--- config.mk ---
export PLATFORM = sky130hd
export DESIGN_NAME = bitmap_page_allocator_unit
export DESIGN_NICKNAME = d
export VERILOG_FILES = /design/src/sv/bpa_pkg.sv /design/src/sv/bitmap_page_allocator_unit.sv /design/src/sv/bpa_ram.sv /design/src/sv/bpa_ctrl.sv /design/src/sv/bpa_dp.sv
export SDC_FILE = /design/constraint.sdc
export NUM_CORES = 1
export LEC_CHECK = 0
export BUFFER_PORTS_ARGS = -buffer_cell sky130_fd_sc_hd__buf_2
export CAP_MARGIN = 10
export CELL_PAD_IN_SITES_DETAIL_PLACEMENT = 0
export CELL_PAD_IN_SITES_GLOBAL_PLACEMENT = 2
export CORE_MARGIN = 5
export CORE_UTILIZATION = 36
export DETAILED_ROUTE_END_ITERATION = 10
export GPL_ROUTABILITY_DRIVEN = 0
export PLACE_DENSITY = 0.79
export SYNTH_ARGS = -nofsm -noshare
export SYNTH_HDL_FRONTEND = slang
export SYNTH_SLANG_ARGS = --single-unit
--- constraint.sdc ---
create_clock -name clk_i -period 10.48 [get_ports clk_i]
set_clock_uncertainty 0.1 [all_clocks]
set_input_delay 1.572 -clock clk_i [delete_from_list [all_inputs] [get_ports clk_i]]
set_output_delay 1.572 -clock clk_i [all_outputs]
set_load 0.005 [all_outputs]
--- src/sv/bpa_pkg.sv ---
// bpa_pkg: shared constants, codes, control structs and a helper function
// for the bitmap page allocator. no dependencies.
package bpa_pkg;

  localparam int ADDR_W         = 48;
  localparam int PAGE_SHIFT     = 12;
  localparam int WORD_BITS      = 64;
  localparam int BIT_W          = 6;
  localparam int DEF_POOL_PAGES = 64;
  localparam int APB_DATA_W     = 64;
  localparam int APB_ADDR_W     = 4;

  // request kinds
  localparam logic CMD_ALLOC = 1'b0;
  localparam logic CMD_FREE  = 1'b1;

  // result status codes
  localparam logic [1:0] ST_OK      = 2'd0;
  localparam logic [1:0] ST_NOFREE  = 2'd1;
  localparam logic [1:0] ST_INVALID = 2'd2;

  // register index of pool_base
  localparam logic REG_POOL_BASE = 1'b0;

  typedef struct packed {
    logic load;    // request accepted, latch it and start the map read
    logic commit;  // update the map and load the result register
  } ctrl_cmd_t;

  typedef struct packed {
    logic out_busy;  // result register full and not taken this cycle
  } dp_stat_t;

  // index of the lowest clear bit of a map word
  function automatic logic [BIT_W-1:0] first_zero(input logic [WORD_BITS-1:0] w);
    logic [BIT_W-1:0] r;
    r = '0;
    for (int i = WORD_BITS - 1; i >= 0; i--) begin
      if (!w[i]) r = BIT_W'(i);
    end
    return r;
  endfunction

endpackage

--- src/sv/bitmap_page_allocator_unit.sv ---
// bitmap_page_allocator_unit: top level, config register port plus sequencer
// and map datapath. depends on bpa_pkg, bpa_ctrl, bpa_dp, bpa_ram.
//
//   port group   dir  handshake               payload
//   s_axis       in   tvalid/tready           tuser = cmd, tdata = free_addr
//   m_axis       out  tvalid/tready           tuser = status, tdata = page_addr
//   apb          in   psel/penable/pready     pool_base at byte address 0
//
// each request is accepted and its map word read (word chosen by the
// per-word full flags or by the free address), then the word is updated
// in the map ram and the result register loaded.
// the map reads as all free after reset through per-word valid flags; no
// clearing pass. a held result stalls the update, and no new request
// is accepted until the result register is free to take the pending one.
module bitmap_page_allocator_unit #(
  parameter int POOL_PAGES = bpa_pkg::DEF_POOL_PAGES
) (
  input  logic                           clk_i,
  input  logic                           rst_ni,
  input  logic                           s_axis_tvalid,
  output logic                           s_axis_tready,
  input  logic [bpa_pkg::ADDR_W-1:0]     s_axis_tdata,   // [47:0] free_addr
  input  logic                           s_axis_tuser,   // [0] cmd
  output logic                           m_axis_tvalid,
  input  logic                           m_axis_tready,
  output logic [bpa_pkg::ADDR_W-1:0]     m_axis_tdata,   // [47:0] page_addr
  output logic [1:0]                     m_axis_tuser,   // [1:0] status
  input  logic                           psel,
  input  logic                           penable,
  input  logic                           pwrite,
  input  logic [bpa_pkg::APB_ADDR_W-1:0] paddr,
  input  logic [bpa_pkg::APB_DATA_W-1:0] pwdata,
  output logic [bpa_pkg::APB_DATA_W-1:0] prdata,
  output logic                           pready
);
  import bpa_pkg::*;

  logic [ADDR_W-1:0] pool_base_q;
  logic              reg_idx;
  ctrl_cmd_t         cmd;
  dp_stat_t          stat;

  assign pready  = 1'b1;
  assign reg_idx = paddr[APB_ADDR_W-1];

  always_ff @(posedge clk_i or negedge rst_ni) begin
    if (!rst_ni) begin
      pool_base_q <= '0;
    end else if (psel && penable && pwrite && pready && reg_idx == REG_POOL_BASE) begin
      pool_base_q <= pwdata[ADDR_W-1:0];
    end
  end

  always_comb begin
    unique case (reg_idx)
      REG_POOL_BASE: prdata = APB_DATA_W'(pool_base_q);
      default:       prdata = '0;
    endcase
  end

  bpa_ctrl u_ctrl (
    .clk_i       (clk_i),
    .rst_ni      (rst_ni),
    .req_valid_i (s_axis_tvalid),
    .req_ready_o (s_axis_tready),
    .stat_i      (stat),
    .cmd_o       (cmd)
  );

  bpa_dp #(
    .POOL_PAGES (POOL_PAGES)
  ) u_dp (
    .clk_i        (clk_i),
    .rst_ni       (rst_ni),
    .cmd_i        (cmd),
    .stat_o       (stat),
    .req_cmd_i    (s_axis_tuser),
    .req_addr_i   (s_axis_tdata),
    .base_i       (pool_base_q),
    .res_ready_i  (m_axis_tready),
    .res_valid_o  (m_axis_tvalid),
    .res_addr_o   (m_axis_tdata),
    .res_status_o (m_axis_tuser)
  );

`ifndef SYNTHESIS
  // one request at a time: after an accept the input side closes
  a_one_at_a_time: assert property (@(posedge clk_i) disable iff (!rst_ni)
    s_axis_tvalid && s_axis_tready |=> !s_axis_tready)
    else $error("request accepted while another is in progress");

  // only a successful allocation carries an address
  a_addr_zero_on_fail: assert property (@(posedge clk_i) disable iff (!rst_ni)
    m_axis_tvalid && m_axis_tuser != ST_OK |-> m_axis_tdata == '0)
    else $error("nonzero page address on failed request");

  // no reserved status code
  a_status_code: assert property (@(posedge clk_i) disable iff (!rst_ni)
    m_axis_tvalid |-> m_axis_tuser == ST_OK || m_axis_tuser == ST_NOFREE ||
                      m_axis_tuser == ST_INVALID)
    else $error("reserved status code");
`endif

endmodule

--- src/sv/bpa_ram.sv ---
// bpa_ram: generic single-write, single-read ram with registered read data.
// no dependencies.
module bpa_ram #(
  parameter int WIDTH = 64,
  parameter int DEPTH = 1,
  parameter int AW    = (DEPTH > 1) ? $clog2(DEPTH) : 1
) (
  input  logic             clk_i,
  input  logic             we_i,
  input  logic [AW-1:0]    waddr_i,
  input  logic [WIDTH-1:0] wdata_i,
  input  logic             re_i,
  input  logic [AW-1:0]    raddr_i,
  output logic [WIDTH-1:0] rdata_o
);

  logic [WIDTH-1:0] mem [DEPTH];
  logic [WIDTH-1:0] rdata_q;

  always_ff @(posedge clk_i) begin
    if (we_i) mem[waddr_i] <= wdata_i;
    if (re_i) rdata_q <= mem[raddr_i];
  end

  assign rdata_o = rdata_q;

endmodule

--- src/sv/bpa_ctrl.sv ---
// bpa_ctrl: request sequencer for the page allocator (accept, then execute).
// depends on bpa_pkg.
module bpa_ctrl (
  input  logic               clk_i,
  input  logic               rst_ni,
  input  logic               req_valid_i,
  output logic               req_ready_o,
  input  bpa_pkg::dp_stat_t  stat_i,
  output bpa_pkg::ctrl_cmd_t cmd_o
);
  import bpa_pkg::*;

  localparam logic ST_IDLE = 1'b0;
  localparam logic ST_EXEC = 1'b1;

  logic state_q, state_d;

  always_comb begin
    state_d       = state_q;
    req_ready_o   = 1'b0;
    cmd_o.load    = 1'b0;
    cmd_o.commit  = 1'b0;
    unique case (state_q)
      ST_IDLE: begin
        req_ready_o = 1'b1;
        if (req_valid_i) begin
          cmd_o.load = 1'b1;
          state_d    = ST_EXEC;
        end
      end
      ST_EXEC: begin
        // wait while the previous result is still held
        if (!stat_i.out_busy) begin
          cmd_o.commit = 1'b1;
          state_d      = ST_IDLE;
        end
      end
      default: state_d = ST_IDLE;
    endcase
  end

  always_ff @(posedge clk_i or negedge rst_ni) begin
    if (!rst_ni) begin
      state_q <= ST_IDLE;
    end else begin
      state_q <= state_d;
    end
  end

endmodule

--- src/sv/bpa_dp.sv ---
// bpa_dp: used-bit map (ram plus per-word valid and full flags), address
// arithmetic and result register. depends on bpa_pkg and bpa_ram.
module bpa_dp #(
  parameter int POOL_PAGES = bpa_pkg::DEF_POOL_PAGES
) (
  input  logic                       clk_i,
  input  logic                       rst_ni,
  input  bpa_pkg::ctrl_cmd_t         cmd_i,
  output bpa_pkg::dp_stat_t          stat_o,
  input  logic                       req_cmd_i,
  input  logic [bpa_pkg::ADDR_W-1:0] req_addr_i,
  input  logic [bpa_pkg::ADDR_W-1:0] base_i,
  input  logic                       res_ready_i,
  output logic                       res_valid_o,
  output logic [bpa_pkg::ADDR_W-1:0] res_addr_o,
  output logic [1:0]                 res_status_o
);
  import bpa_pkg::*;

  localparam int MAP_WORDS = (POOL_PAGES + WORD_BITS - 1) / WORD_BITS;
  localparam int WIDX_W    = (MAP_WORDS > 1) ? $clog2(MAP_WORDS) : 1;
  localparam int IDX_W     = ADDR_W - PAGE_SHIFT;
  localparam int TAIL      = POOL_PAGES % WORD_BITS;
  // bits past the end of the pool in the last word always read as used
  localparam logic [WORD_BITS-1:0] LAST_PAD =
    (TAIL == 0) ? '0 : ~((64'd1 << TAIL) - 64'd1);

  logic [MAP_WORDS-1:0] vld_q;
  logic [MAP_WORDS-1:0] full_q;

  logic                 cmd_q;
  logic [WIDX_W-1:0]    word_q;
  logic [BIT_W-1:0]     bit_q;
  logic                 bad_q;

  logic                 out_valid_q;
  logic [ADDR_W-1:0]    out_addr_q;
  logic [1:0]           out_status_q;

  // accept side
  logic [ADDR_W-1:0]    base_page;
  logic [ADDR_W-1:0]    diff;
  logic [IDX_W-1:0]     free_idx;
  logic                 range_bad;
  logic [WIDX_W-1:0]    alloc_word;
  logic                 any_free;
  logic [WIDX_W-1:0]    rd_word;

  // execute side
  logic [WORD_BITS-1:0] rdata;
  logic [WORD_BITS-1:0] raw;
  logic [WORD_BITS-1:0] pad;
  logic [WORD_BITS-1:0] eff;
  logic [BIT_W-1:0]     alloc_bit;
  logic                 free_hit;
  logic                 fail;
  logic [WORD_BITS-1:0] wdata;
  logic                 wr_en;
  logic [ADDR_W-1:0]    alloc_addr;
  logic [1:0]           status;

  assign base_page = {base_i[ADDR_W-1:PAGE_SHIFT], {PAGE_SHIFT{1'b0}}};
  assign diff      = req_addr_i - base_page;
  assign free_idx  = diff[ADDR_W-1:PAGE_SHIFT];
  assign range_bad = (free_idx >= IDX_W'(POOL_PAGES));

  // lowest word that still has a free page
  always_comb begin
    alloc_word = '0;
    any_free   = 1'b0;
    for (int i = MAP_WORDS - 1; i >= 0; i--) begin
      if (!full_q[i]) begin
        alloc_word = WIDX_W'(i);
        any_free   = 1'b1;
      end
    end
  end

  assign rd_word = (req_cmd_i == CMD_FREE) ? free_idx[BIT_W +: WIDX_W] : alloc_word;

  bpa_ram #(
    .WIDTH (WORD_BITS),
    .DEPTH (MAP_WORDS),
    .AW    (WIDX_W)
  ) u_map (
    .clk_i   (clk_i),
    .we_i    (wr_en),
    .waddr_i (word_q),
    .wdata_i (wdata),
    .re_i    (cmd_i.load),
    .raddr_i (rd_word),
    .rdata_o (rdata)
  );

  always_ff @(posedge clk_i) begin
    if (cmd_i.load) begin
      cmd_q  <= req_cmd_i;
      word_q <= rd_word;
      bit_q  <= free_idx[BIT_W-1:0];
      bad_q  <= (req_cmd_i == CMD_FREE) ? range_bad : !any_free;
    end
  end

  // a word never written reads as all free
  assign raw       = vld_q[word_q] ? rdata : '0;
  assign pad       = (word_q == WIDX_W'(MAP_WORDS - 1)) ? LAST_PAD : '0;
  assign eff       = raw | pad;
  assign alloc_bit = first_zero(eff);
  assign free_hit  = eff[bit_q];
  assign alloc_addr = base_page
                    + (ADDR_W'({word_q, alloc_bit}) << PAGE_SHIFT);

  always_comb begin
    if (cmd_q == CMD_ALLOC) begin
      fail   = bad_q;
      wdata  = raw | (64'd1 << alloc_bit);
      status = bad_q ? ST_NOFREE : ST_OK;
    end else begin
      fail   = bad_q || !free_hit;
      wdata  = raw & ~(64'd1 << bit_q);
      status = fail ? ST_INVALID : ST_OK;
    end
  end

  assign wr_en = cmd_i.commit && !fail;

  always_ff @(posedge clk_i or negedge rst_ni) begin
    if (!rst_ni) begin
      vld_q  <= '0;
      full_q <= '0;
    end else if (wr_en) begin
      vld_q[word_q]  <= 1'b1;
      full_q[word_q] <= &(wdata | pad);
    end
  end

  always_ff @(posedge clk_i or negedge rst_ni) begin
    if (!rst_ni) begin
      out_valid_q <= 1'b0;
    end else if (cmd_i.commit) begin
      out_valid_q <= 1'b1;
    end else if (res_ready_i) begin
      out_valid_q <= 1'b0;
    end
  end

  always_ff @(posedge clk_i) begin
    if (cmd_i.commit) begin
      out_addr_q   <= (cmd_q == CMD_ALLOC && !fail) ? alloc_addr : '0;
      out_status_q <= status;
    end
  end

  assign stat_o.out_busy = out_valid_q && !res_ready_i;
  assign res_valid_o     = out_valid_q;
  assign res_addr_o      = out_addr_q;
  assign res_status_o    = out_status_q;

endmodule

==> results.md <==
* Post-Syn Area per Cell at between 10 and 15 um2
* Wire length of the first global-routing pass at approximately 73000 um
* Syn-to-layout area delta at 15.9%
* Total standard cell area after synthesis at roughly 14000 um2
* Ranking of synthesized cells by area: sky130_fd_sc_hd__edfxtp_1 (37%), sky130_fd_sc_hd__dfrtp_1 (9.2%), sky130_fd_sc_hd__mux2_2 (4.1%)
* Via count of the first global-routing pass at 11900
* Unique masters post-synth at 90
* Crit path largest cell delay at ~870 ps
* # diodes at 0
* Total vias in the final route at between 10000 and 15000
* Cell area after layout at approximately 16000 um2
* Setup WS post-layout at 4060 ps
* Inserted Clock Buffers at 28
* Startpoint type of the worst setup path: flop
* Critical setup path kind: flop to flop
* Area of the core region at 38700 um2
* Cts hold-fix bufs at 0
* # clock sinks at between 200 and 250
* Maximum number of pins on one net before global-route repair at 74
* Total Routed Length at 48500 um
* Min cycle time layout at around 6400 ps
* Number of levels in the clock H-tree at 1
* Iteration-0 DRC count of the detailed router at 1111
* Standard-cell row count at between 70 and 80
* Detailed placement HPWL at between 30000 and 40000 um
* Fin. max-slew vios at 0
* Final cycle utilization of the critical path at 0.613
* Largest fanout on the critical path at between 40 and 50
* Number of buffers inserted by post-CTS setup repair at 0
* Run status: finished, final reports clean
* Final-layout fill cell count at about 4000
* Horizontal extent of the die at around 210 um
* Setup repair after global routing missed its margin: no
* Vias per cell at between 5 and 6
* R2r setup slk at roughly 4100 ps
* Sum of negative setup slack at 0 ps
* Relative max-transition margin at 0.250
* Overall fraction of global-route tracks in use at 0.214
* Clock insertion delay at the later pin of the skew report at 580 ps
* Number of cells upsized or downsized after cts at 0
* Commonest cells in the synthesized netlist: sky130_fd_sc_hd__edfxtp_1 (175), sky130_fd_sc_hd__nor2_1 (135), sky130_fd_sc_hd__nand2_1 (94)
* Register clock-pin slew on the reported worst setup and hold paths at around 60 ps
* Final net count at roughly 1700
* Portion of synthesized cell area occupied by the leading cell type at 0.372
* Most numerous cell in the Yosys netlist: sky130_fd_sc_hd__edfxtp_1
* Drt first pass iters at 5
* Cell type with the largest total area after synthesis: sky130_fd_sc_hd__edfxtp_1
* Share of the core filled with cells in the final layout at 0.423
* Number of antenna violations at the first check in global routing at 5
* Fraction of final layout cells sized beyond drive strength 1 at 0.216
* Die area at roughly 43000 um2
* Pwr/cell area at ~240 nW/um2
* Count of warnings emitted by yosys at 0
* Final count of negative-setup-slack endpoints at 0
* Data required, critical path at roughly 11000 ps
* Congestion Overflow GR at 0
* Class of the worst hold path: flop to flop
* I/O Pins at about 240
* Leakage power summed over all cells at around 6.4 nW
* Worst slew pin tran at about 1100 ps
* Number of enable-type register cells in the synthesized netlist at about 180
* Total power after layout at between 0.003 and 0.004 W
* Number of nets with antenna violations after detailed routing at 0
* Setup slack at placement at between 4000 and 5000 ps
* Endpoints failing hold at 0
* Synthesized netlist cell count at between 1000 and 1500
* Buffers from clock root to sink, at most at 3
* Initial cell density of the core at 0.365
* Placed Instance Area at 15400 um2
* Port Buffer Count at 180
* Library cell used as clock root buffer: sky130_fd_sc_hd__clkbuf_16
* Standard cell with the maximum stage delay on the critical path: sky130_fd_sc_hd__dfrtp_2
* Number of max-cap violations at 0
* Worst-path cell chain: buf_4 -> nand3_1 -> a2111oi_1 -> o31ai_2 -> a21o_1 -> a41o_2 -> inv_2 -> fa_1 -> a21o_1 -> a21oi_1 -> o21bai_1 -> a21oi_1 -> nor2b_1 -> o21ai_1 -> buf_4 -> nor3_1 -> nand4_1 -> nor3_1 -> xnor2_1 -> nor2_1
* Wire length per cell after detailed routing at ~23 um
* Highest clock frequency the design can meet at roughly 160 MHz
* Element type at the critical path end: flop
* Arrival time at the worst endpoint at approximately 6600 ps
* VDD IR max at 0.125 mV
* Sequential cell area fraction in the yosys report at 0.464
* Clock tree from TritonCTS: done
* DR DRC count at 0
* Number of register bits inferred by synthesis at around 230
* Ys flop type: sky130_fd_sc_hd__edfxtp_1
* Proportion of synthesized flip-flops having asynchronous set or reset at 0.229
* Height of the die at around 210 um
==> power breakdown <==
| group | leakage, nW | internal, W | switching (W) |
|---|---|---|---|
| Clock | 0.453 | 0.000602 | 0.000396 |
| Sequential | 2.27 | 0.00129 | 0.000215 |
| Combinational | 3.67 | 0.000498 | 0.000849 |
| Total | 6.40 | 0.00239 | 0.00146 |
==> through the flow <==
stage                     hold slack [ps]  std cells
after CTS                             315       2085
after detailed placement              305       2034
after floorplan                       300       1411
after global placement                300       2034
after global routing                  315       2085
final                                 313       2085
==> sequential cells by signal (all words and copies together), names as in the netlist <==
register and cells:
pool_base_q 48, u_dp.full_q 1, u_dp.bad_q 1, u_dp.cmd_q 1, u_dp.bit_q 6, u_dp.vld_q 1
u_dp.word_q 1, u_dp.res_status_o 2, u_dp.u_map.rdata_o 64, u_ctrl.state_q 1, u_dp.u_map.mem 64, u_dp.res_valid_o 1
u_dp.res_addr_o 36
==> final timing paths <==
kind,depth (start not counted),to,from
min in group asynchronous,2,pool_base_q[5]$_DFFE_PN0P_,rst_ni
hold / removal,0,u_dp.u_map.rdata_o[57]$_DFFE_PP_,u_dp.u_map.mem[0][57]$_DFFE_PP_
max in group asynchronous,2,u_dp.vld_q$_DFFE_PN0P_,rst_ni
setup / recovery,20,u_dp.res_addr_o[42]$_SDFFCE_PN0P_,u_dp.vld_q$_DFFE_PN0P_
hold reg to reg,0,u_dp.u_map.rdata_o[57]$_DFFE_PP_,u_dp.u_map.mem[0][57]$_DFFE_PP_
setup reg to reg,20,u_dp.res_addr_o[42]$_SDFFCE_PN0P_,u_dp.vld_q$_DFFE_PN0P_
==> cell families (layout without fill, tap and decap cells) <==
logic type      count (synthesis)  count (layout)  synth area share
xor+xnor                       39              39            0.0242
buf+inv                       173             329            0.0563
flops                         227             227             0.464
mux                            75              75            0.0746
simple gates                  478             478             0.171
fa+ha+maj                      44              44            0.0400
other cells                     2              29          0.000531
compound gates                346             346             0.170
==> cell usage in the layout (no fill, tap or decap), drive strengths merged, types with 10 or more instances in the layout <==
cell type	n
a31oi	16
o31ai	10
nor2b	38
dfrtp	52
nor4	14
nand2	94
o21a	13
a211oi	12
or3	14
o211ai	68
ha	42
buf	191
nand3	69
xnor2	34
o31a	10
inv	87
nand4	23
nor3	24
mux4	19
nor2	136
mux2	52
conb	29
edfxtp	175
clkbuf	33
a21oi	56
o21ai	68
and3	10
clkinv	11
a21o	19
nand2b	17
==> cell type report <==
cell class / instances / area [um2] / area share
Timing Repair Buffer: 191 / 983 / 0.0601
Clock buffer: 33 / 741 / 0.0452
Inverter: 87 / 328 / 0.0200
Clock inverter: 18 / 201 / 0.0123
Multi-Input combinational cell: 1011 / 6920 / 0.422
Tap cell: 518 / 648 / 0.0396
Sequential cell: 227 / 6560 / 0.400
==> routing by layer <==
layer	vias up	GRT usage	part of all wire
met2	510	0.352	0.47
met1	5819	0.287	0.42
met4	10	0.0541	0.026
met3	90	0.0511	0.083
li1	5486	-	-
met5	-	0	0.0014
==> critical path: cells and delay by family (launching register included) <==
family	cells	cell delay [ps]
AO/OA/AOI/OAI	9	1810
AND/OR/NAND/NOR	6	1700
adder cells (fa/ha/maj)	1	320
XOR/XNOR	1	160
flip-flops	1	870
buffers and inverters	3	1150
(Power assumes the default switching activity.)
